**config.mk**
```make
export PLATFORM = sky130hd
export DESIGN_NAME = tatb_row
export DESIGN_NICKNAME = d
export VERILOG_FILES = /design/src/tatb_pkg.sv /design/src/tatb_row.sv
export SDC_FILE = /design/constraint.sdc
export NUM_CORES = 2
export LEC_CHECK = 0
export BUFFER_PORTS_ARGS = -buffer_cell sky130_fd_sc_hd__buf_2
export CAP_MARGIN = 0
export CORE_UTILIZATION = 55
export DETAILED_ROUTE_END_ITERATION = 8
export GPL_TIMING_DRIVEN = 0
export PLACE_DENSITY_LB_ADDON = 0.05
export SLEW_MARGIN = 20
export SYNTH_ARGS = -nofsm -noshare
export SYNTH_HDL_FRONTEND = slang
export SYNTH_SLANG_ARGS = --single-unit
```
**constraint.sdc**
```tcl
create_clock -name clk -period 6.6 [get_ports clk]
set_input_delay 0.66 -clock clk [delete_from_list [all_inputs] [get_ports clk]]
set_output_delay 0.66 -clock clk [all_outputs]
set_load 0.02 [all_outputs]
```
**src/tatb_pkg.sv**
```systemverilog
`default_nettype none

package tatb_pkg;

  // Coordinate and coefficient formats.
  localparam int COORD_BITS = 32;                    // signed Q16.16
  localparam int COEFF_BITS = 16;                    // signed Q4.12
  localparam int FRAC_BITS  = COEFF_BITS - 4;
  localparam int ROW_BITS   = 3 * COEFF_BITS;

  // Internal arithmetic widths.
  localparam int PROD_BITS = COORD_BITS + COEFF_BITS;
  localparam int SUM_BITS  = PROD_BITS + 2;
  localparam int FLR_BITS  = SUM_BITS - FRAC_BITS;
  localparam int TOT_BITS  = FLR_BITS + 1;

  // Stream and configuration port widths.
  localparam int S_DATA_BITS = 3 * COORD_BITS;
  localparam int M_DATA_BITS = 9 * COORD_BITS;
  localparam int CFG_IDX_BITS  = 3;
  localparam int CFG_DATA_BITS = (ROW_BITS > COORD_BITS) ? ROW_BITS : COORD_BITS;

  typedef logic signed [COORD_BITS-1:0] coord_t;
  typedef logic signed [COEFF_BITS-1:0] coeff_t;
  typedef logic        [ROW_BITS-1:0]   row_t;

  // Register indexes on the configuration port.
  localparam logic [CFG_IDX_BITS-1:0] REG_ROW_X   = 3'd0;
  localparam logic [CFG_IDX_BITS-1:0] REG_ROW_Y   = 3'd1;
  localparam logic [CFG_IDX_BITS-1:0] REG_ROW_Z   = 3'd2;
  localparam logic [CFG_IDX_BITS-1:0] REG_SHIFT_X = 3'd3;
  localparam logic [CFG_IDX_BITS-1:0] REG_SHIFT_Y = 3'd4;
  localparam logic [CFG_IDX_BITS-1:0] REG_SHIFT_Z = 3'd5;

  // Identity matrix: 1.0 on the diagonal.
  localparam row_t ROW_X_RESET = row_t'(1) << FRAC_BITS;
  localparam row_t ROW_Y_RESET = row_t'(1) << (FRAC_BITS + COEFF_BITS);
  localparam row_t ROW_Z_RESET = row_t'(1) << (FRAC_BITS + 2 * COEFF_BITS);

  localparam coord_t COORD_MAX = {1'b0, {(COORD_BITS-1){1'b1}}};
  localparam coord_t COORD_MIN = {1'b1, {(COORD_BITS-1){1'b0}}};

  // Control between the top level and the row datapaths.
  typedef struct packed {
    logic ld_prod;
    logic ld_sum;
  } tatb_adv_t;

  // Clamp a wide signed value to the coordinate range.
  function automatic coord_t sat_coord(input logic signed [TOT_BITS-1:0] v);
    logic [TOT_BITS-COORD_BITS:0] hi;
    hi = v[TOT_BITS-1:COORD_BITS-1];
    if ((&hi) || (~|hi)) begin
      return coord_t'(v[COORD_BITS-1:0]);
    end else if (v[TOT_BITS-1]) begin
      return COORD_MIN;
    end else begin
      return COORD_MAX;
    end
  endfunction

endpackage

`default_nettype wire

```
**src/tatb_row.sv**
```systemverilog
`default_nettype none

// One output row: three products, then floor, translate and saturate.
module tatb_row import tatb_pkg::*; (
  input  wire logic      clk,
  input  wire tatb_adv_t adv,
  input  wire row_t      coeffs,
  input  wire coord_t    shift,
  input  wire coord_t    vert_x,
  input  wire coord_t    vert_y,
  input  wire coord_t    vert_z,
  output coord_t         res
);

  coeff_t k_x, k_y, k_z;
  logic signed [PROD_BITS-1:0] prod_x, prod_y, prod_z;
  logic signed [SUM_BITS-1:0]  sum;
  logic signed [FLR_BITS-1:0]  flr;
  logic signed [TOT_BITS-1:0]  tot;

  assign k_x = coeffs[COEFF_BITS-1:0];
  assign k_y = coeffs[2*COEFF_BITS-1:COEFF_BITS];
  assign k_z = coeffs[3*COEFF_BITS-1:2*COEFF_BITS];

  always_ff @(posedge clk) begin
    if (adv.ld_prod) begin
      prod_x <= vert_x * k_x;
      prod_y <= vert_y * k_y;
      prod_z <= vert_z * k_z;
    end
  end

  // The arithmetic shift of the full sum rounds toward minus infinity.
  always_comb begin
    sum = SUM_BITS'(prod_x) + SUM_BITS'(prod_y) + SUM_BITS'(prod_z);
    flr = sum[SUM_BITS-1:FRAC_BITS];
    tot = TOT_BITS'(flr) + TOT_BITS'(shift);
  end

  always_ff @(posedge clk) begin
    if (adv.ld_sum) begin
      res <= sat_coord(tot);
    end
  end

endmodule

`default_nettype wire

```
# After elaboration in Yosys (flattened, before gate mapping)
# Cells that the tools add are included.
# word_totals
ff_bits,176
in_bits,179
out_inout_bits,32
word_cells,16
# classes
n_addsub,3
n_mul,3
muxes,2
n_reduce_logical,4
# ops
operator,n
$mul 32x16->48,3
$mux 32,2
$add 49x48->50,1
$add 48x48->49,1
$add 38x32->39,1
$reduce_and 8->1,1
$reduce_or 8->1,1
$logic_not 1->1,1
$logic_or 1x1->1,1

# Depth between registers and ports, before layout
# depth
depth_word,7
ltp_mapped,28
ltp_nobuf,27

# Least setup slack after synthesis
# OpenSTA, ideal clock, no wires.
# synth_path
kind,input port to flip-flop
from,input port coeffs[17]
to,register prod_y[45] (data pin)
setup_ns,0.269
arrival_time_ns,6.592
required_ns,6.331
setup_slack_ns,-0.261
stages,21
path_buffers,1
path_cell_list,clkbuf_1 > nand2_1 > fa_1 > inv_1 > fa_1 > fa_1 > fa_1 > fa_1 > inv_1 > fa_1 > inv_1 > ha_1 > and3_1 > a221o_1 > a221oi_1 > o211ai_1 > a221o_1 > a221o_1 > a21oi_2 > o31ai_1 > xor2_1
# synth_via
elab_chain_len,1
# synth_lines
item,line,source
"start, declared",tatb_row.sv:7,"input wire row_t coeffs,"
$mul 32x16->48,tatb_row.sv:28,prod_y <= vert_y * k_y;
"end signal, assigned",tatb_row.sv:28,
"end, declared",tatb_row.sv:16,"logic signed [PROD_BITS-1:0] prod_x, prod_y, prod_z;"
# Every way passes these cells.
# A chain may end at the register's enable or synchronous reset.

# Final worst setup path
# layout_path
from,input port coeffs[31]
to,register prod_y[45] (data pin)
# The elaborated chain is that of the path after synthesis.

==> run_summary.xml <==
<?xml version="1.0" encoding="UTF-8"?>
<metrics>
  <group name="sta">
    <metric name="period_minus_slack" unit="ns">6.67</metric>
    <metric name="timing_worst_slew_pin_value" unit="ns">0.846</metric>
    <metric name="timing.clock.skew" unit="ns">0.0173</metric>
    <metric name="post_route_setup_tns" unit="ns">-0.338</metric>
    <metric name="rsz0062_at_grt" unit="">yes</metric>
    <metric name="slew_violations" unit="">0</metric>
    <metric name="timing.fmax" unit="MHz">150</metric>
    <metric name="final_hold_viol_count" unit="">0</metric>
    <metric name="period_share" unit="%">101</metric>
    <metric name="relative_max_transition_margin" unit="%">43.6</metric>
    <metric name="setup_slack" unit="ns">-0.0696</metric>
    <metric name="setup_viol" unit="">17</metric>
  </group>
  <group name="floorplanning">
    <metric name="io-pin-count" unit="">211</metric>
    <metric name="num_rows" unit="">124</metric>
    <metric name="die-area" unit="µm²">117000</metric>
    <metric name="die-width" unit="µm">341</metric>
    <metric name="die_height" unit="µm">341</metric>
    <metric name="coreArea" unit="µm²">114000</metric>
    <metric name="initial_core_util" unit="%">55.4</metric>
  </group>
  <group name="worst_setup_path">
    <metric name="worstPathCellList" unit="">buf_2, clkbuf_2, nand2b_1, fa_1, fa_1, fa_1, inv_1, fa_1, inv_1, fa_1, fa_2, inv_2, ha_4, a21o_1, a21oi_2, o21ai_4, o2111ai_2, o211ai_1, a221o_2, a221o_1, a21oi_4, o31ai_4, xor2_2</metric>
    <metric name="crit_path_start_kind" unit="">input port</metric>
    <metric name="cp_slowest_cell" unit="">sky130_fd_sc_hd__fa_2</metric>
    <metric name="timing.critical_path.arrival" unit="ns">6.87</metric>
    <metric name="crit_type" unit="">input port to flop</metric>
    <metric name="crit_required" unit="ns">6.80</metric>
    <metric name="cp-end-kind" unit="">flop</metric>
    <metric name="critical_path.max_fanout" unit="">10</metric>
    <metric name="cp_slowest_stage_delay" unit="ns">0.59</metric>
    <metric name="crit_top_cell" unit="">sky130_fd_sc_hd__fa_1</metric>
  </group>
  <group name="worst_hold_path">
    <metric name="worst_min_path_class" unit="">input port to flop</metric>
  </group>
  <group name="clocking">
    <metric name="clk_root_buffer_cell" unit="">sky130_fd_sc_hd__clkbuf_16</metric>
    <metric name="clkTransAtPathRegs" unit="ns">0.08</metric>
    <metric name="cts_hold_repair.buffers" unit="">0</metric>
    <metric name="maximum_number_of_buffers_from_clock_root_to_sink" unit="">2</metric>
    <metric name="tritoncts" unit="">done</metric>
    <metric name="clock_tree_sinks" unit="">176</metric>
    <metric name="worst_skew_pair.late_latency" unit="ns">0.46</metric>
    <metric name="cts-buffers-inserted" unit="">17</metric>
    <metric name="cts.htree.levels" unit="">4</metric>
  </group>
  <group name="routing">
    <metric name="totalWireLength" unit="µm">187000</metric>
    <metric name="post-route-drc-count" unit="">0</metric>
    <metric name="drt_first_pass_iters" unit="">7</metric>
    <metric name="dr.first_iter.drc_count" unit="">3050</metric>
    <metric name="total_number_of_vias" unit="">48000</metric>
    <metric name="route.detailed.wl_per_inst" unit="µm">21.4</metric>
    <metric name="ant_nets" unit="">0</metric>
    <metric name="route.detailed.vias_per_inst" unit="">5.48</metric>
  </group>
  <group name="grt">
    <metric name="globalRoute.totalOverflow" unit="">0</metric>
    <metric name="grt_max_degree" unit="">107</metric>
    <metric name="overall_global_routing_usage" unit="%">33.1</metric>
    <metric name="first_global_vias" unit="">50700</metric>
    <metric name="grt_first_pass_wirelength" unit="µm">293000</metric>
    <metric name="grt_antenna_before_repair" unit="">3</metric>
  </group>
  <group name="placement">
    <metric name="gp_congestion" unit="">0.955</metric>
    <metric name="portBuffers" unit="">210</metric>
    <metric name="hpwl_after_detailed_placement" unit="µm">158000</metric>
  </group>
  <group name="final_layout">
    <metric name="nFillCells" unit="">9688</metric>
    <metric name="final_net_count" unit="">9354</metric>
    <metric name="regArea" unit="µm²">5290</metric>
    <metric name="flow.area_growth_from_synthesis" unit="%">16.5</metric>
    <metric name="drive_gt1_share" unit="%">14.4</metric>
    <metric name="multi_input_gate_area_in_the_final_layout" unit="µm²">52900</metric>
  </group>
  <group name="synth">
    <metric name="yosys_register_bits" unit="">176</metric>
    <metric name="synthesis.area_per_instance" unit="µm²">9.27</metric>
    <metric name="synthCells" unit="">6836</metric>
    <metric name="synth_seq_area_share" unit="%">8.34</metric>
    <metric name="number_of_warnings_reported_in_the_yosys_synthesis_log" unit="">0</metric>
    <metric name="syn-cell-area" unit="µm²">63400</metric>
    <metric name="netlist-cell-type-count" unit="">86</metric>
    <metric name="syn_nets" unit="">8950</metric>
    <metric name="synthFlopType" unit="">sky130_fd_sc_hd__edfxtp_1</metric>
    <metric name="synthArstFlopShare" unit="%">0</metric>
    <metric name="synth_enable_flop_cells" unit="">176</metric>
  </group>
  <group name="outcome">
    <metric name="violations" unit="">negative setup slack</metric>
    <metric name="status" unit="">finished, violations left</metric>
  </group>
  <group name="run">
    <metric name="cap_violations" unit="">0</metric>
  </group>
</metrics>
[registers in the layout, summed over array words and instances (netlist names)]
signal  count
prod_x     48
prod_y     48
prod_z     48
res        32
[through the flow]
stage / cells / utilization, % / setup WS, ns / instance area (µm²) / hold slack (ns)
final: 8766 / 64.5 / -0.0696 / 73800 / 0.581
after global placement: 8558 / 58.1 / -1.62 / 66400 / 1.10
after CTS: 8680 / 62.4 / -0.111 / 71400 / 0.588
after global routing: 8765 / 64.5 / -0.202 / 73800 / 0.577
after detailed placement: 8559 / 58.1 / -1.69 / 66400 / 1.06
after floorplan: 6836 / - / -0.0197 / 63500 / 0.772
[final cells by class]
cell class                 instances  area share (%)
clock inverter                    15           0.293
inverter                        1631            8.32
antenna                            1         0.00339
clock buffer                      17           0.576
timing repair buffer             415            4.91
sequential                       176            7.16
tap                             1512            2.56
multi-input combinational       4755            71.6
buffer                           244            4.53
[critical path, delay by kind of cell]
family | cells | cell delay, ns
fa+ha+maj | 7 | 3.18
compound gates | 9 | 2.04
buf+inv | 5 | 0.65
xor+xnor | 1 | 0.18
simple gates | 1 | 0.13
[synthesized netlist by cell type, drive strengths merged, types with 4 or more instances]
cell	count	share of area [%]
nor2	167	0.99
nor3	25	0.21
fa	1506	48
nand3b	4	0.067
nand2b	50	0.49
and3	18	0.18
a211oi	17	0.21
o31ai	6	0.093
a21oi	238	2.1
nand4	36	0.36
nand2	1053	6.2
inv	1631	9.7
a221o	7	0.11
o221ai	5	0.069
a21o	94	1.1
a2111oi	4	0.055
xnor2	156	2.2
o21ai	110	0.87
a211o	5	0.069
or2	7	0.069
nand3	40	0.32
o21bai	45	0.53
clkbuf	266	1.6
o311ai	5	0.081
or3	4	0.039
and4	4	0.055
ha	429	8.5
nor2b	19	0.19
nor4	12	0.13
o22ai	6	0.059
o21a	13	0.15
buf	8	0.12
a21boi	8	0.095
a31oi	31	0.34
o31a	5	0.069
xor2	62	0.86
and2	504	5.0
o211ai	11	0.13
edfxtp	176	8.3
[kinds of logic (layout without fill, tap and decap cells)]
| kind of cell | Yosys count | in the layout | synth area share [%] |
|---|---|---|---|
| AOI/OAI and AO/OA | 645 | 645 | 6.73 |
| xor gates and xnor gates | 218 | 218 | 3.01 |
| adders and majority gates | 1935 | 1935 | 56.1 |
| buffers and inverters | 1905 | 2322 | 11.4 |
| DFF | 176 | 176 | 8.34 |
| muxes | 3 | 3 | 0.0474 |
| other | 0 | 1 | 0 |
| and+or+nand+nor | 1954 | 1954 | 14.4 |
[per-layer routing]
layer | wire (µm) | up-vias | global-route usage, %
met3 | 13100 | 353 | 4.24
met2 | 87400 | 1783 | 53.3
li1 | - | 21200 | -
met1 | 78600 | 24700 | 46.5
met5 | 0 | - | 0
met4 | 8100 | 0 | 11.4
[layout by cell type (no fill, tap or decap), types with 67 or more instances in the layout]
master and instances:
sky130_fd_sc_hd__and2_1 497, sky130_fd_sc_hd__clkbuf_16 88, sky130_fd_sc_hd__a21oi_1 180, sky130_fd_sc_hd__nor2_1 154, sky130_fd_sc_hd__buf_2 139, sky130_fd_sc_hd__o21ai_0 67, sky130_fd_sc_hd__buf_4 207, sky130_fd_sc_hd__a21o_1 94
sky130_fd_sc_hd__fa_1 1463, sky130_fd_sc_hd__inv_1 1591, sky130_fd_sc_hd__ha_1 378, sky130_fd_sc_hd__xnor2_1 144, sky130_fd_sc_hd__nand2_1 1019, sky130_fd_sc_hd__edfxtp_1 176
[what timing repair did]
| item | 4_1_cts | 5_1_grt |
|---|---|---|
| gates cloned | 5 | 11 |
| resized for setup | 837 | 472 |
| pin swaps | 117 | 168 |
| setup buffers | 105 | 83 |
| endpoints found under the setup margin | 106 | 73 |
[path summary, 6_finish.rpt]
path,start,endpoint,slack [ns],cells after the start
hold / removal,adv[1],prod_x[13],0.58,1
hold reg to reg,prod_y[13],res[1],1.31,6
setup reg to reg,prod_y[20],res[15],-0.02,24
setup / recovery,coeffs[31],prod_y[45],-0.07,23
Power is left out: the tool's default activity adds up to more than one toggle a clock period on the data nets, which glitch-free logic cannot reach.
